==> src/gsm0710_basic_deframer_defines.svh <==
// ---------------------------------------------------------------------------
// GSM 07.10 deframer assertion macros
// Shared check forms, clocked on i_clk and quiet while i_rst_n is low.
// ---------------------------------------------------------------------------
`ifndef GSM0710_BASIC_DEFRAMER_DEFINES_SVH
`define GSM0710_BASIC_DEFRAMER_DEFINES_SVH

// same-cycle implication
`define GDF_ASSERT_IMPL(label, ante, cons) \
    label: assert property (@(posedge i_clk) disable iff (!i_rst_n) (ante) |-> (cons)) \
        else $error("gdf check failed");

// next-cycle implication
`define GDF_ASSERT_NEXT(label, ante, cons) \
    label: assert property (@(posedge i_clk) disable iff (!i_rst_n) (ante) |=> (cons)) \
        else $error("gdf check failed");

`endif

==> src/gdf_pkg.sv <==
// ---------------------------------------------------------------------------
// GSM 07.10 deframer package
// Shared types, protocol constants and the CRC-8 step.
// ---------------------------------------------------------------------------
package gdf_pkg;

    localparam logic [7:0]  FLAG_BYTE     = 8'hF9;
    localparam logic [7:0]  CRC_INIT      = 8'hFF;
    localparam logic [7:0]  CRC_REV_POLY  = 8'hE0;
    localparam int          EA_BIT_POS    = 0;
    localparam int          PF_BIT_POS    = 4;
    localparam logic [15:0] TIMEOUT_RESET = 16'd5000;
    localparam logic [16:0] ELAPSED_MAX   = 17'h1FFFF;

    localparam logic REQ_BYTE = 1'b0;
    localparam logic REQ_TICK = 1'b1;

    typedef enum logic [1:0] {
        KIND_PAYLOAD = 2'd0,
        KIND_GOOD    = 2'd1,
        KIND_BAD     = 2'd2,
        KIND_ABORT   = 2'd3
    } t_kind;

    typedef enum logic [2:0] {
        PH_HUNT  = 3'd0,
        PH_CTRL  = 3'd1,
        PH_LEN1  = 3'd2,
        PH_LEN2  = 3'd3,
        PH_INFO  = 3'd4,
        PH_FCS   = 3'd5,
        PH_CLOSE = 3'd6
    } t_phase;

    typedef struct packed {
        logic       is_tick;
        logic       is_flag;
        logic [7:0] data;
    } t_op;

    typedef struct packed {
        logic valid;
        t_op  op;
    } t_head;

    // reflected CRC-8, poly 0x07, one byte
    function automatic logic [7:0] crc8_step(input logic [7:0] crc, input logic [7:0] b);
        logic [7:0] c;
        c = crc ^ b;
        for (int k = 0; k < 8; k++) begin
            if (c[0]) begin
                c = (c >> 1) ^ CRC_REV_POLY;
            end else begin
                c = c >> 1;
            end
        end
        return c;
    endfunction

endpackage

==> src/gdf_front.sv <==
// ---------------------------------------------------------------------------
// GSM 07.10 deframer front end
// Accepts input beats, tags them as tick, flag or data, and queues them.
// ---------------------------------------------------------------------------
module gdf_front import gdf_pkg::*; (
    input  logic       i_clk,
    input  logic       i_rst_n,
    input  logic       i_s_tvalid,
    output logic       o_s_tready,
    input  logic [7:0] i_s_tdata,  // [7:0] rx_byte
    input  logic       i_s_tuser,  // [0] req_type
    input  logic       i_pop,
    output t_head      o_head
);

    t_op        r_q [2];
    logic       r_wr;
    logic       r_rd;
    logic [1:0] r_count;
    logic       push;
    t_op        in_op;

    assign o_s_tready = (r_count != 2'd2);
    assign push       = i_s_tvalid && o_s_tready;

    always_comb begin
        in_op.is_tick = (i_s_tuser == REQ_TICK);
        in_op.is_flag = (i_s_tdata == FLAG_BYTE);
        in_op.data    = i_s_tdata;
    end

    always_ff @(posedge i_clk) begin
        if (push) begin
            r_q[r_wr] <= in_op;
        end
    end

    always_ff @(posedge i_clk) begin
        if (!i_rst_n) begin
            r_wr    <= 1'b0;
            r_rd    <= 1'b0;
            r_count <= 2'd0;
        end else begin
            if (push) begin
                r_wr <= ~r_wr;
            end
            if (i_pop) begin
                r_rd <= ~r_rd;
            end
            case ({push, i_pop})
                2'b10:   r_count <= r_count + 2'd1;
                2'b01:   r_count <= r_count - 2'd1;
                default: r_count <= r_count;
            endcase
        end
    end

    assign o_head.valid = (r_count != 2'd0);
    assign o_head.op    = r_q[r_rd];

endmodule

==> src/gdf_back.sv <==
// ---------------------------------------------------------------------------
// GSM 07.10 deframer back end
// Runs the frame state machine, CRC and timeout, and holds the result beat.
// ---------------------------------------------------------------------------
module gdf_back import gdf_pkg::*; (
    input  logic        i_clk,
    input  logic        i_rst_n,
    input  t_head       i_head,
    output logic        o_pop,
    input  logic        i_cfg_valid,
    input  logic [15:0] i_cfg_data,
    output logic        o_m_tvalid,
    input  logic        i_m_tready,
    output logic [39:0] o_m_tdata,  // channel, frame_type, payload_byte, info_length, pad
    output logic [1:0]  o_m_tuser   // [1:0] out_kind
);

    t_phase      r_phase, n_phase;
    logic        r_flag_seen, n_flag_seen;
    logic [7:0]  r_addr, n_addr;
    logic [7:0]  r_ctrl, n_ctrl;
    logic [14:0] r_len, n_len;
    logic [14:0] r_icount, n_icount;
    logic [7:0]  r_crc, n_crc;
    logic        r_fcs_good, n_fcs_good;
    logic [16:0] r_elapsed, n_elapsed;
    logic [15:0] r_timeout;

    logic        r_out_valid;
    t_kind       r_out_kind;
    logic [5:0]  r_out_chan;
    logic [7:0]  r_out_ftype;
    logic [7:0]  r_out_pay;
    logic [14:0] r_out_len;

    logic        emit;
    t_kind       emit_kind;
    logic [7:0]  emit_pay;
    logic [7:0]  b;
    logic [7:0]  crc_next;
    logic [14:0] icount_inc;
    logic [16:0] elapsed_inc;

    assign o_pop       = i_head.valid && (!r_out_valid || i_m_tready);
    assign b           = i_head.op.data;
    assign crc_next    = crc8_step(r_crc, b);
    assign icount_inc  = r_icount + 15'd1;
    assign elapsed_inc = (r_elapsed < ELAPSED_MAX) ? r_elapsed + 17'd1 : r_elapsed;

    always_ff @(posedge i_clk) begin
        if (!i_rst_n) begin
            r_timeout <= TIMEOUT_RESET;
        end else if (i_cfg_valid) begin
            r_timeout <= i_cfg_data;
        end
    end

    always_ff @(posedge i_clk) begin
        if (!i_rst_n) begin
            r_phase     <= PH_HUNT;
            r_flag_seen <= 1'b0;
            r_addr      <= '0;
            r_ctrl      <= '0;
            r_len       <= '0;
            r_icount    <= '0;
            r_crc       <= CRC_INIT;
            r_fcs_good  <= 1'b0;
            r_elapsed   <= '0;
        end else if (o_pop) begin
            r_phase     <= n_phase;
            r_flag_seen <= n_flag_seen;
            r_addr      <= n_addr;
            r_ctrl      <= n_ctrl;
            r_len       <= n_len;
            r_icount    <= n_icount;
            r_crc       <= n_crc;
            r_fcs_good  <= n_fcs_good;
            r_elapsed   <= n_elapsed;
        end
    end

    always_comb begin
        n_phase     = r_phase;
        n_flag_seen = r_flag_seen;
        n_addr      = r_addr;
        n_ctrl      = r_ctrl;
        n_len       = r_len;
        n_icount    = r_icount;
        n_crc       = r_crc;
        n_fcs_good  = r_fcs_good;
        n_elapsed   = r_elapsed;
        emit        = 1'b0;
        emit_kind   = KIND_PAYLOAD;
        emit_pay    = '0;

        if (i_head.op.is_tick) begin
            if (r_phase != PH_HUNT) begin
                n_elapsed = elapsed_inc;
                if (elapsed_inc > {1'b0, r_timeout}) begin
                    emit        = 1'b1;
                    emit_kind   = KIND_ABORT;
                    n_phase     = PH_HUNT;
                    n_flag_seen = 1'b0;
                end
            end
        end else begin
            unique case (r_phase)
                PH_HUNT: begin
                    if (i_head.op.is_flag) begin
                        n_flag_seen = 1'b1;
                    end else if (r_flag_seen) begin
                        // address byte opens the frame
                        n_addr      = b;
                        n_ctrl      = '0;
                        n_len       = '0;
                        n_icount    = '0;
                        n_fcs_good  = 1'b0;
                        n_elapsed   = '0;
                        n_crc       = crc8_step(CRC_INIT, b);
                        n_flag_seen = 1'b0;
                        n_phase     = PH_CTRL;
                    end else begin
                        n_flag_seen = 1'b0;
                    end
                end
                PH_CTRL: begin
                    n_ctrl  = b;
                    n_crc   = crc_next;
                    n_phase = PH_LEN1;
                end
                PH_LEN1: begin
                    n_len = {8'd0, b[7:1]};
                    n_crc = crc_next;
                    if (b[EA_BIT_POS]) begin
                        n_phase = (b[7:1] == 7'd0) ? PH_FCS : PH_INFO;
                    end else begin
                        n_phase = PH_LEN2;
                    end
                end
                PH_LEN2: begin
                    n_len   = {b, r_len[6:0]};
                    n_crc   = crc_next;
                    n_phase = ({b, r_len[6:0]} == 15'd0) ? PH_FCS : PH_INFO;
                end
                PH_INFO: begin
                    n_icount = icount_inc;
                    if (icount_inc >= r_len) begin
                        n_phase = PH_FCS;
                    end
                    emit      = 1'b1;
                    emit_kind = KIND_PAYLOAD;
                    emit_pay  = b;
                end
                PH_FCS: begin
                    n_fcs_good = (b == ~r_crc);
                    n_phase    = PH_CLOSE;
                end
                PH_CLOSE: begin
                    emit        = 1'b1;
                    emit_kind   = r_fcs_good ? KIND_GOOD : KIND_BAD;
                    n_phase     = PH_HUNT;
                    n_flag_seen = 1'b0;
                end
                default: begin
                    n_phase     = PH_HUNT;
                    n_flag_seen = 1'b0;
                end
            endcase
        end
    end

    // result register: load on an emitting pop, drop once taken
    always_ff @(posedge i_clk) begin
        if (!i_rst_n) begin
            r_out_valid <= 1'b0;
        end else if (o_pop && emit) begin
            r_out_valid <= 1'b1;
        end else if (i_m_tready) begin
            r_out_valid <= 1'b0;
        end
    end

    always_ff @(posedge i_clk) begin
        if (o_pop && emit) begin
            r_out_kind  <= emit_kind;
            r_out_chan  <= r_addr[7:2];
            r_out_ftype <= r_ctrl & ~(8'd1 << PF_BIT_POS);
            r_out_pay   <= emit_pay;
            r_out_len   <= r_len;
        end
    end

    assign o_m_tvalid = r_out_valid;
    assign o_m_tuser  = r_out_kind;
    assign o_m_tdata  = {3'd0, r_out_len, r_out_pay, r_out_ftype, r_out_chan};

endmodule

==> src/gsm0710_basic_deframer.sv <==
// A beat's result is registered in the queue, then in the result register.
// Throughput: the state machine retires 1 queued beat per cycle unless the output stalls.
// Each beat gives at most one result; the result register decouples output stalls.
// Reset (i_rst_n low, synchronous): queue empty, hunting, timeout set to 5000 ticks.
// Configuration writes are always taken.
// ---------------------------------------------------------------------------
// GSM 07.10 basic-mode deframer
// Hunts for frames, streams info bytes and reports frame end or timeout.
// ---------------------------------------------------------------------------
`include "gsm0710_basic_deframer_defines.svh"

module gsm0710_basic_deframer import gdf_pkg::*; (
    input  logic        i_clk,
    input  logic        i_rst_n,
    input  logic        i_s_tvalid,
    output logic        o_s_tready,
    input  logic [7:0]  i_s_tdata,   // [7:0] rx_byte
    input  logic        i_s_tuser,   // [0] req_type
    output logic        o_m_tvalid,
    input  logic        i_m_tready,
    output logic [39:0] o_m_tdata,   // [5:0] channel, [13:6] frame_type,
                                     // [21:14] payload_byte, [36:22] info_length, [39:37] zero
    output logic [1:0]  o_m_tuser,   // [1:0] out_kind
    input  logic        i_cfg_valid,
    output logic        o_cfg_ready,
    input  logic [15:0] i_cfg_data   // [15:0] timeout_ticks
);

    t_head head;
    logic  pop;

    assign o_cfg_ready = 1'b1;

    gdf_front u_front (
        .i_clk      (i_clk),
        .i_rst_n    (i_rst_n),
        .i_s_tvalid (i_s_tvalid),
        .o_s_tready (o_s_tready),
        .i_s_tdata  (i_s_tdata),
        .i_s_tuser  (i_s_tuser),
        .i_pop      (pop),
        .o_head     (head)
    );

    gdf_back u_back (
        .i_clk       (i_clk),
        .i_rst_n     (i_rst_n),
        .i_head      (head),
        .o_pop       (pop),
        .i_cfg_valid (i_cfg_valid),
        .i_cfg_data  (i_cfg_data),
        .o_m_tvalid  (o_m_tvalid),
        .i_m_tready  (i_m_tready),
        .o_m_tdata   (o_m_tdata),
        .o_m_tuser   (o_m_tuser)
    );

    `GDF_ASSERT_IMPL(a_no_pop_when_stalled, o_m_tvalid && !i_m_tready, !pop)
    `GDF_ASSERT_IMPL(a_pop_needs_head, pop, head.valid)
    `GDF_ASSERT_NEXT(a_head_holds, head.valid && !pop, head.valid)
    `GDF_ASSERT_IMPL(a_nonpayload_zero_byte,
        o_m_tvalid && (o_m_tuser != KIND_PAYLOAD), o_m_tdata[21:14] == 8'd0)

endmodule
==> config.mk <==
export PLATFORM = sky130hd
export DESIGN_NAME = gsm0710_basic_deframer
export DESIGN_NICKNAME = d
export VERILOG_FILES = /design/src/gdf_pkg.sv /design/src/gdf_front.sv /design/src/gdf_back.sv /design/src/gsm0710_basic_deframer.sv
export VERILOG_INCLUDE_DIRS = /design/src /design/src/src
export SDC_FILE = /design/constraint.sdc
export NUM_CORES = 1
export LEC_CHECK = 0
export BUFFER_PORTS_ARGS = -buffer_cell sky130_fd_sc_hd__clkbuf_2
export CORE_UTILIZATION = 45
export CTS_CLUSTER_SIZE = 10
export DETAILED_ROUTE_END_ITERATION = 12
export MAX_ROUTING_LAYER = met4
export PLACE_DENSITY = 0.61
export SLEW_MARGIN = 20
export SYNTH_ARGS = -nofsm -noshare
export SYNTH_HDL_FRONTEND = slang
export SYNTH_HIERARCHICAL = 1
export SYNTH_SLANG_ARGS = --single-unit
==> constraint.sdc <==
create_clock -name i_clk -period 8.9 [get_ports i_clk]
set_input_delay 0.445 -clock i_clk [delete_from_list [all_inputs] [get_ports i_clk]]
set_output_delay 0.445 -clock i_clk [all_outputs]
set_load 0.1 [all_outputs]
# Yosys cells after proc, flatten, opt, wreduce, memory -nomap -nowiden
# Memory sizes are Yosys's and may differ from the RTL's. A register that Yosys moved wholly into a read port is not among the register bits.
# Cells that the tools add are included.
[totals]
n_memories = 1
inputBits = 30
mem_bits_rw = 20
regBits = 135
[memory_table]
columns = ["name", "depth", "width", "read_ports", "rd_clocked_by_memory_dff", "wr", "line", "rtl"]
rows = [
  ["u_front.r_q", 2, 10, 1, 1, 1, "gdf_front.sv:16", "t_op r_q [2];"],
]
[op_classes]
n_reduce_logical = 34
mux = 94
n_bitwise = 25
n_lt_le_gt_ge = 3
addsub = 4
n_eq_ne = 20
[op_table]
columns = ["cell", "n"]
rows = [
  ["8-bit two-way mux", 48],
  ["17-bit two-way mux", 6],
  ["2-bit inverter with 3-bit output", 16],
  ["15-bit one-hot mux with 3 select lines", 1],
  ["5-bit AND reduction", 7],
  ["8-bit one-hot mux with 2 select lines", 2],
  ["15-bit two-way mux", 2],
  ["15-bit one-hot mux with 2 select lines", 1],
  ["3-bit two-way mux", 7],
  ["2-bit nonzero test", 10],
  ["1-bit two-way mux", 18],
  ["3-bit one-hot mux with 6 select lines", 1],
  ["17-bit by 1-bit adder with 17-bit output, second input constant", 1],
  ["17-bit by 16-bit > comparator with 1-bit output", 1],
  ["17-bit < comparator, second input constant", 1],
  ["8-bit inverter", 2],
  ["15-bit by 1-bit adder with 15-bit output, second input constant", 1],
  ["15-bit greater-or-equal comparator", 1],
  ["15-bit zero test", 1],
  ["6-bit AND reduction", 2],
  ["2-bit two-way mux", 5],
  ["2-bit by 1-bit != test with 1-bit output, second input constant", 5],
  ["3-bit equality test, second input constant", 3],
  ["8-bit equality test", 1],
  ["24 further kinds", 37],
]

# Logic depth before layout (Yosys ltp)
# Gate-level depths: netlist of the first run.
[logic_depth]
depth_word = 48
ltp_mapped = 14
ltp_nobuf = 12

# By module
# Netlist of the first run, hierarchy kept.
[modules_own_cells]
columns = ["module", "area_per_inst_um2", "cells_per_inst", "instances"]
rows = [
  ["gdf_back", 6991.7, 763, 1],
  ["gdf_front", 967.2, 57, 1],
  ["gsm0710_basic_deframer", 11.3, 2, 1],
]

# Worst setup path after synthesis of the first run
# No wires, ideal clock.
[synth_timing]
path_kind = "flip-flop to flip-flop"
start = "reg u_back.r_elapsed[11]"
end = "reg u_back.r_out_kind[0] (netlist: u_back/o_m_tuser[0]), enable pin"
path_stages_with_launch = 15
setup_ns = 0.433
t_arrival_ns = 4.279
t_required_ns = 8.467
setup_slack_ns = 4.188
cell_sequence = "dfxtp_1 > buf_6 > and4_1 > buf_6 > and4_4 > a2111oi_4 > nand3_2 > xnor2_1 > ha_1 > nand4_1 > nor3_1 > a211oi_1 > nand4_1 > nand3_1 > nor2_1"
[synth_between]
elab_chain_cells = 7
elab_cells_between_ends = 8
[synth_lines]
columns = ["item", "line", "rtl"]
rows = [
  ["start: declaration", "gdf_back.sv:26", "logic [16:0] r_elapsed, n_elapsed;"],
  ["start signal: assignment", "gdf_back.sv:78", "r_elapsed <= n_elapsed;"],
  ["17-bit by 1-bit adder with 17-bit output or 17-bit < comparator (tied branches)", "gdf_back.sv:48", "assign elapsed_inc = (r_elapsed < ELAPSED_MAX) ? r_elapsed + 17'd1 : r_elapsed;"],
  ["17-bit two-way mux *", "gdf_back.sv:48", ""],
  ["17-bit by 16-bit > comparator with 1-bit output *", "gdf_back.sv:99", "if (elapsed_inc > {1'b0, r_timeout}) begin"],
  ["1-bit two-way mux *", "gdf_back.sv:99", ""],
  ["1-bit two-way mux *", "gdf_back.sv:97", "if (r_phase != PH_HUNT) begin"],
  ["1-bit two-way mux *", "gdf_back.sv:96", "if (i_head.op.is_tick) begin"],
  ["1-bit logical AND *", "gdf_back.sv:184", "if (o_pop && emit) begin"],
  ["end signal: assignment", "gdf_back.sv:185", "r_out_kind <= emit_kind;"],
  ["end: declaration", "gdf_back.sv:30", "t_kind r_out_kind;"],
]
# Every way passes the cells marked *; elsewhere a longest branch is shown, timed or not.
# A chain may end at the register's enable or synchronous reset.

# Worst setup path after layout of the first run
[layout_timing]
start = "reg u_back.r_elapsed[10]"
end = "reg u_back.r_out_ftype[0], enable pin"
[layout_between]
elab_chain_cells = 7
elab_cells_between_ends = 8
[layout_lines]
columns = ["item", "line", "rtl"]
rows = [
  ["17-bit by 1-bit adder with 17-bit output or 17-bit < comparator (tied branches)", "gdf_back.sv:48", ""],
  ["17-bit two-way mux *", "gdf_back.sv:48", ""],
  ["17-bit by 16-bit > comparator with 1-bit output *", "gdf_back.sv:99", ""],
  ["1-bit two-way mux *", "gdf_back.sv:99", ""],
  ["1-bit two-way mux *", "gdf_back.sv:97", ""],
  ["1-bit two-way mux *", "gdf_back.sv:96", ""],
  ["1-bit logical AND *", "gdf_back.sv:184", ""],
  ["end signal: assignment", "gdf_back.sv:187", "r_out_ftype <= r_ctrl & ~(8'd1 << PF_BIT_POS);"],
  ["end: declaration", "gdf_back.sv:32", "logic [7:0] r_out_ftype;"],
]
# Marks and branches as above.

==> flow_metrics.py, run 1 <==
metrics = {
    "global_route": {
        "grt_pass1_vias": 5533,
        "grt_pass1_wl_microns": 27860,
        "antenna_found_initial": 0,
        "track_usage_pct": 20.52,
        "globalRoute.totalOverflow": 0,
        "grt_max_degree": 64,
    },
    "worst_setup_path": {
        "path_cells": "and4_1 -> and4_4 -> a2111oi_4 -> nand3_2 -> xnor2_1 -> ha_1 -> nand4_1 -> nor3_1 -> a211oi_1 -> nand4_1 -> nand3_1 -> nor2_4",
        "crit_family": "simple AND/OR/NAND/NOR gates",
        "path_max_fanout": 38,
        "slowest_stage": "nor2_4",
        "worstSetupPathType": "flop to flop",
        "critPathMaxStageDelay_ns": 0.85,
        "cp.buffers_inverters": 0,
        "worstSetupEndpointType": "flop",
        "crit_top_cell": "nand4_1",
        "arrival_ns": 4.28,
        "critical_path_required_ns": 8.94,
        "start_kind": "flop",
    },
    "detailed_routing": {
        "route.antenna.remaining_nets": 0,
        "drc": 0,
        "first_iter_violations": 489,
        "wl_per_cell_microns": 15.90,
        "vias": 5939,
        "vias_per_cell": 5.399,
        "finalWirelength_microns": 17490,
        "dr.pass1.iters": 5,
    },
    "cells_and_area": {
        "drive_gt1_share_pct": 16.11,
        "final_cell_count_no_fill": 1100,
        "final_util_pct": 51.70,
        "layout.nets": 931,
        "syn2layout_area_growth_pct": 12.20,
        "multiInputGateArea_sq_um": 3928,
        "final.fill_count": 1573,
        "insertedDiodeCount": 0,
        "regArea_sq_um": 3643,
    },
    "min_path": {
        "hp-class": "input port to flop",
    },
    "synthesis": {
        "async_reset_ff_share_pct": 0,
        "netlist_area_sq_um": 7970,
        "ys_seq_area_share_pct": 45.71,
        "yosys_warnings": 6,
        "ys_seq_elements": 153,
        "synth_edf_count": 58,
        "avgSynthCellArea_sq_um": 9.696,
        "syn_inst": 822,
        "synth-main-ff-cell": "dfxtp_1",
        "synth.distinct_cells": 75,
    },
    "sta": {
        "slew_headroom_pct": 22.91,
        "fin_crit_sh_pct": 47.63,
        "hold_viol": 0,
        "fin_ws_ns": 4.661,
        "setup_tns_ns": 0,
        "fmax_ghz": 0.2359,
        "setup_viol": 0,
        "worstMarginPinSlew_ns": 1.146,
        "finClkSkew_ns": 0.006995,
        "layout_min_cycle_time_ns": 4.239,
        "grt_setup_unrepaired": "false",
        "maxSlewViolCount": 0,
    },
    "floorplan": {
        "initial_utilization_pct": 46.08,
        "die_area_sq_um": 18250,
        "num_rows": 48,
        "io_pins": 75,
        "core_sq_um": 17300,
        "die_h_microns": 135.1,
        "fp.dieW_microns": 135.1,
    },
    "placement": {
        "place_ws_ns": 4.664,
        "port_buffers": 69,
        "post-place-cells": 1068,
        "gp_congestion": 0.8717,
        "hpwl_microns": 12190,
    },
    "power_and_ir_drop": {
        "power.density_nw_per_um2": 235.4,
        "leakagePower_nw": 3.476,
        "irDropWorstVdd_uv": 143.3,
    },
    "clock_network": {
        "cts_buffers": 17,
        "cts_tree": "done",
        "clk-insertion-delay-late_ns": 0.42,
        "htreeDepth": 4,
        "cts_max_path_buffers": 2,
        "hold_buffers": 0,
        "cts_setup_buffers": 0,
        "clock-root-buffer": "clkbuf_16",
        "clock-sinks": 153,
        "cts_resized": 0,
        "clk_pin_slew_worst_paths_ns": 0.06,
    },
    "job": {
        "drv_cap": 0,
    },
    "outcome": {
        "outcome": "finished, final reports clean",
    },
}
==> per-stage QoR <==
step	power, mW	hold slack (ns)	area, sq um
2_1_floorplan	1.307	0.4076	7981
3_3_place_gp	1.410	0.4145	8367
3_5_place_dp	1.412	0.4153	8367
4_1_cts	2.123	0.2102	8942
5_1_grt	2.201	0.2057	8942
6_report	2.105	0.2208	8942
==> worst paths after layout <==
path / from / endpoint / slack [ns] / depth (start not counted)
worst max-delay path: u_back/r_elapsed[10] / u_back/r_out_ftype[0] / 4.66 / 12
worst min register to register: u_back/r_ctrl[0] / u_back/r_out_ftype[0] / 0.43 / 0
worst min-delay path: i_s_tdata[2] / u_front/r_q[1][2] / 0.22 / 1
worst max register to register: u_back/r_elapsed[10] / u_back/r_out_ftype[0] / 4.66 / 12
==> area by class of cell <==
cell class	count	share of cell area [%]
Clock buffer	19	4.841
Clock inverter	13	1.595
Inverter	41	1.721
Multi-Input combinational cell	578	43.92
Sequential cell	153	40.74
Tap cell	225	3.148
Timing Repair Buffer	71	4.030
==> report_power, final <==
group          internal, mW  switching (mW)  leakage (nW)
Clock                 0.415           0.293         0.268
Sequential            0.780          0.0351          1.32
Combinational         0.184           0.397          1.89
Total                  1.38           0.725          3.48
==> cell usage after synthesis, types with 3 or more instances <==
cell / count / area, sq um
dfxtp_1: 95 / 1902
nor2_1: 72 / 270.3
nand2_1: 64 / 240.2
edfxtp_1: 58 / 1742
a21oi_1: 50 / 250.2
o21ai_0: 44 / 220.2
inv_1: 40 / 150.1
ha_1: 39 / 488.0
nand3_1: 33 / 165.2
xnor2_1: 33 / 289.0
clkbuf_1: 28 / 105.1
xor2_1: 27 / 236.5
and2_1: 20 / 125.1
mux2i_1: 20 / 200.2
mux2_2: 16 / 180.2
nand4_1: 14 / 87.58
nor3_1: 14 / 70.07
buf_2: 13 / 65.06
o211ai_1: 11 / 82.58
o31ai_1: 9 / 67.56
nand3b_1: 8 / 60.06
buf_4: 7 / 52.55
or3_1: 7 / 43.79
a211oi_1: 6 / 45.04
a31oi_1: 6 / 37.54
nor4_1: 5 / 31.28
a21o_1: 4 / 30.03
a22oi_1: 4 / 30.03
a32o_1: 4 / 40.04
and3_1: 4 / 25.02
nor2b_1: 4 / 25.02
a41oi_1: 3 / 26.28
nand2b_1: 3 / 18.77
o22ai_1: 3 / 18.77
o2bb2ai_1: 3 / 26.28
==> cell families after synthesis <==
group | Yosys count | synth area share, %
and+or+nand+nor | 268 | 17.25
adders and majority gates | 39 | 6.122
other | 2 | 0.09423
buffers and inverters | 94 | 5.243
DFF | 153 | 45.71
xor gates and xnor gates | 62 | 7.174
AOI/OAI and AO/OA | 168 | 13.63
muxes | 36 | 4.772
==> layout by cell type, fill, tap and decap left out, types with 4 or more instances in the layout <==
master,n
nand4_1,14
xnor2_1,33
a211oi_1,6
inv_6,4
xor2_1,27
clkinvlp_4,4
clkbuf_16,17
o21ai_0,44
o31ai_1,9
conb_1,5
clkbuf_2,69
nor2b_1,4
mux2_2,16
or3_1,7
ha_1,39
nand3b_1,8
a21o_1,4
o211ai_1,11
nand2_1,64
mux2i_1,20
nand3_1,33
dfxtp_1,95
nor2_1,71
a32o_1,4
a31oi_1,6
nor3_1,14
a21oi_1,50
nor4_1,5
and2_1,20
inv_1,40
edfxtp_1,58
a22oi_1,4
and3_1,4
==> layer usage <==
layer  global-route usage (%)  vias to the layer above  part of all wire [%]
met5                        -                        -                     0
met4                    7.179                        0                   1.0
met3                    3.566                       14                   4.0
met2                    33.05                      146                    47
met1                    25.91                     2783                    47
li1                         -                     2996                     -
==> sequential cells by signal, indices dropped and copies added (netlist names), 7 cells and up, named ones only <==
| register | cells |
|---|---|
| u_front/r_q | 20 |
| u_back/r_elapsed | 17 |
| u_back/r_timeout | 16 |
| u_back/r_icount | 15 |
| u_back/r_len | 15 |
| u_back/r_out_len | 15 |
| u_back/r_crc | 8 |
| u_back/r_out_pay | 8 |
| u_back/r_ctrl | 7 |
| u_back/r_out_ftype | 7 |
Power figures use the tool's default switching activity.
==> run 2: changes to the inputs <==
==> constraint.sdc (replaced) <==
create_clock -name i_clk -period 4.45 [get_ports i_clk]
set_input_delay 0.2225 -clock i_clk [delete_from_list [all_inputs] [get_ports i_clk]]
set_output_delay 0.2225 -clock i_clk [all_outputs]
set_load 0.1 [all_outputs]
==> run 2 against run 1 <==
Effect of this change:
- sequential share of layout area fell by 0.50 points
- sequential power rose by 100%
- maximum frequency rose by 8.3%
- register-to-register slack got worse by 4.1 ns
- clock-buffer cell count fell by 1
- clock skew rose by 0.0011 ns
- via count rose by 0.76%
- final area rose by 1.2%
- first-iteration DRC count fell by 36%
- die area did not move
- clock power rose by 110%
- wire length rose by 0.66%
- critical path type unchanged
- largest cell class unchanged
- largest power group unchanged
==> flow_metrics.py, run 2 (same netlist as run 1, synthesis figures left out) <==
metrics = {
    "floorplan": {
        "die_h_microns": 135.1,
        "io_pins": 75,
        "initial_utilization_pct": 46.08,
        "num_rows": 48,
        "core_sq_um": 17300,
        "fp.dieW_microns": 135.1,
        "die_area_sq_um": 18250,
    },
    "sta": {
        "maxSlewViolCount": 0,
        "grt_setup_unrepaired": "false",
        "finClkSkew_ns": 0.008116,
        "setup_viol": 0,
        "worstMarginPinSlew_ns": 1.150,
        "hold_viol": 0,
        "fin_crit_sh_pct": 87.98,
        "slew_headroom_pct": 22.64,
        "layout_min_cycle_time_ns": 3.915,
        "setup_tns_ns": 0,
        "fmax_ghz": 0.2554,
    },
    "clock_network": {
        "cts_resized": 0,
        "clk_pin_slew_worst_paths_ns": 0.06,
        "hold_buffers": 7,
        "htreeDepth": 4,
        "cts_max_path_buffers": 2,
        "cts_setup_buffers": 0,
        "clock-sinks": 153,
        "cts_buffers": 17,
        "clock-root-buffer": "clkbuf_16",
        "cts_tree": "done",
        "clk-insertion-delay-late_ns": 0.42,
    },
    "detailed_routing": {
        "drc": 0,
        "dr.pass1.iters": 5,
        "first_iter_violations": 311,
        "route.antenna.remaining_nets": 0,
        "finalWirelength_microns": 17610,
        "vias_per_cell": 5.401,
        "wl_per_cell_microns": 15.89,
        "vias": 5984,
    },
    "placement": {
        "hpwl_microns": 12400,
        "gp_congestion": 0.8648,
        "port_buffers": 69,
        "placed_area_sq_um": 8374,
        "post-place-cells": 1069,
    },
    "worst_setup_path": {
        "r2r-start": "u_back/r_elapsed[10]",
        "critPathMaxStageDelay_ns": 0.59,
        "start_kind": "flop",
        "path_max_fanout": 38,
        "cp-startpoint": "u_back/r_elapsed[10]",
        "worstSetupPathType": "flop to flop",
        "slowest_stage": "a2111oi_4",
        "arrival_ns": 3.98,
        "worstSetupEndpointType": "flop",
        "path_cells": "and4_1 -> and4_4 -> a2111oi_4 -> nand3_2 -> xnor2_1 -> ha_1 -> nand4_1 -> nor3_1 -> a211oi_1 -> nand4_1 -> nand3_1 -> nor2_4 -> buf_4",
        "crit_top_cell": "nand4_1",
        "critical_path_required_ns": 4.51,
    },
    "cells_and_area": {
        "final_cell_count_no_fill": 1108,
        "layout.nets": 939,
        "final.fill_count": 1589,
        "stdcell_area_sq_um": 9052,
        "layout_common_cells": "dfxtp_1, nor2_1, clkbuf_2",
        "largestRegisters": "u_front/r_q: 20 flops, u_back/r_elapsed: 17 flops, u_back/r_timeout: 16 flops",
        "final_common_cell": "dfxtp_1",
        "multiInputGateArea_sq_um": 3928,
        "drive_gt1_share_pct": 16.19,
        "syn2layout_area_growth_pct": 13.58,
        "regMostFlops": "u_front/r_q",
        "insertedDiodeCount": 0,
        "largest_reg_flops": 20,
        "regArea_sq_um": 3643,
    },
    "job": {
        "drv_cap": 0,
    },
    "global_route": {
        "globalRoute.totalOverflow": 0,
        "grt_pass1_vias": 5567,
        "antenna_found_initial": 0,
        "track_usage_pct": 20.75,
        "grt_pass1_wl_microns": 28270,
        "grt_max_degree": 39,
    },
    "power_and_ir_drop": {
        "p_clk_share_pct": 34.5,
        "power.density_nw_per_um2": 472.7,
        "power.net_switching_mw": 1.445,
        "power.internal_mw": 2.834,
        "power_switching_share_pct": 33.76,
        "leakagePower_nw": 3.543,
        "finalPower_mw": 4.279,
        "p_seq_share_pct": 38.1,
        "irDropWorstVdd_uv": 361.9,
        "combPwrFrac_pct": 27.4,
    },
    "min_path": {
        "hold_start": "i_cfg_data[8]",
        "hp-class": "input port to flop",
    },
    "outcome": {
        "outcome": "finished, final reports clean",
    },
}
==> run 2: per-stage QoR <==
step	utilization (%)	worst slack [ns]	hold slack (ns)
finish	52.34	0.5349	0.01438
global route	52.34	0.2331	0.002887
CTS	52.34	0.5515	0.001913
detailed placement	48.42	0.5738	0.4173
global placement	48.42	0.6168	0.4117
floorplan	-	0.3558	0.3214
==> run 2: final cells by class <==
cell class                 instances  share of cell area, %
clock buffer                      18                  4.851
clock inverter                    14                  1.866
inverter                          41                  1.700
multi-input combinational        578                  43.39
sequential                       153                  40.25
tap                              225                  3.110
timing repair buffer              79                  4.838
==> run 2: critical path, delay by kind of cell, from the launching register on <==
| family | cells | cell delay (ns) |
|---|---|---|
| and+or+nand+nor | 8 | 1.51 |
| AOI/OAI and AO/OA | 2 | 0.72 |
| DFF | 1 | 0.41 |
| buffers and inverters | 1 | 0.41 |
| adders and majority gates | 1 | 0.30 |
| xor gates and xnor gates | 1 | 0.17 |
==> run 2: path summary, 6_finish.rpt <==
check / slack, ns / endpoint / cells past startpoint
worst max-delay path: 0.53 / u_back/r_out_chan[3] / 13
worst min register to register: 0.43 / u_back/r_out_ftype[1] / 0
worst min-delay path: 0.01 / u_back/r_timeout[8] / 3
worst max register to register: 0.53 / u_back/r_out_chan[3] / 13
==> run 2: routing by layer <==
| layer | GRT usage [%] | vias up | wire length (microns) |
|---|---|---|---|
| li1 | - | 3010 | - |
| met4 | 6.866 | 0 | 269 |
| met2 | 32.79 | 138 | 8338 |
| met1 | 26.91 | 2811 | 8356 |
| met5 | - | - | 0 |
| met3 | 3.566 | 25 | 642 |
==> run 2: power by group through the flow <==
stage / clock network (mW) / logic [mW] / registers [mW]
2_1_floorplan: 0 / 0.779 / 1.83
3_3_place_gp: 0 / 1.16 / 1.66
3_5_place_dp: 0 / 1.17 / 1.66
4_1_cts: 1.51 / 1.17 / 1.63
5_1_grt: 1.57 / 1.27 / 1.64
6_report: 1.48 / 1.17 / 1.63
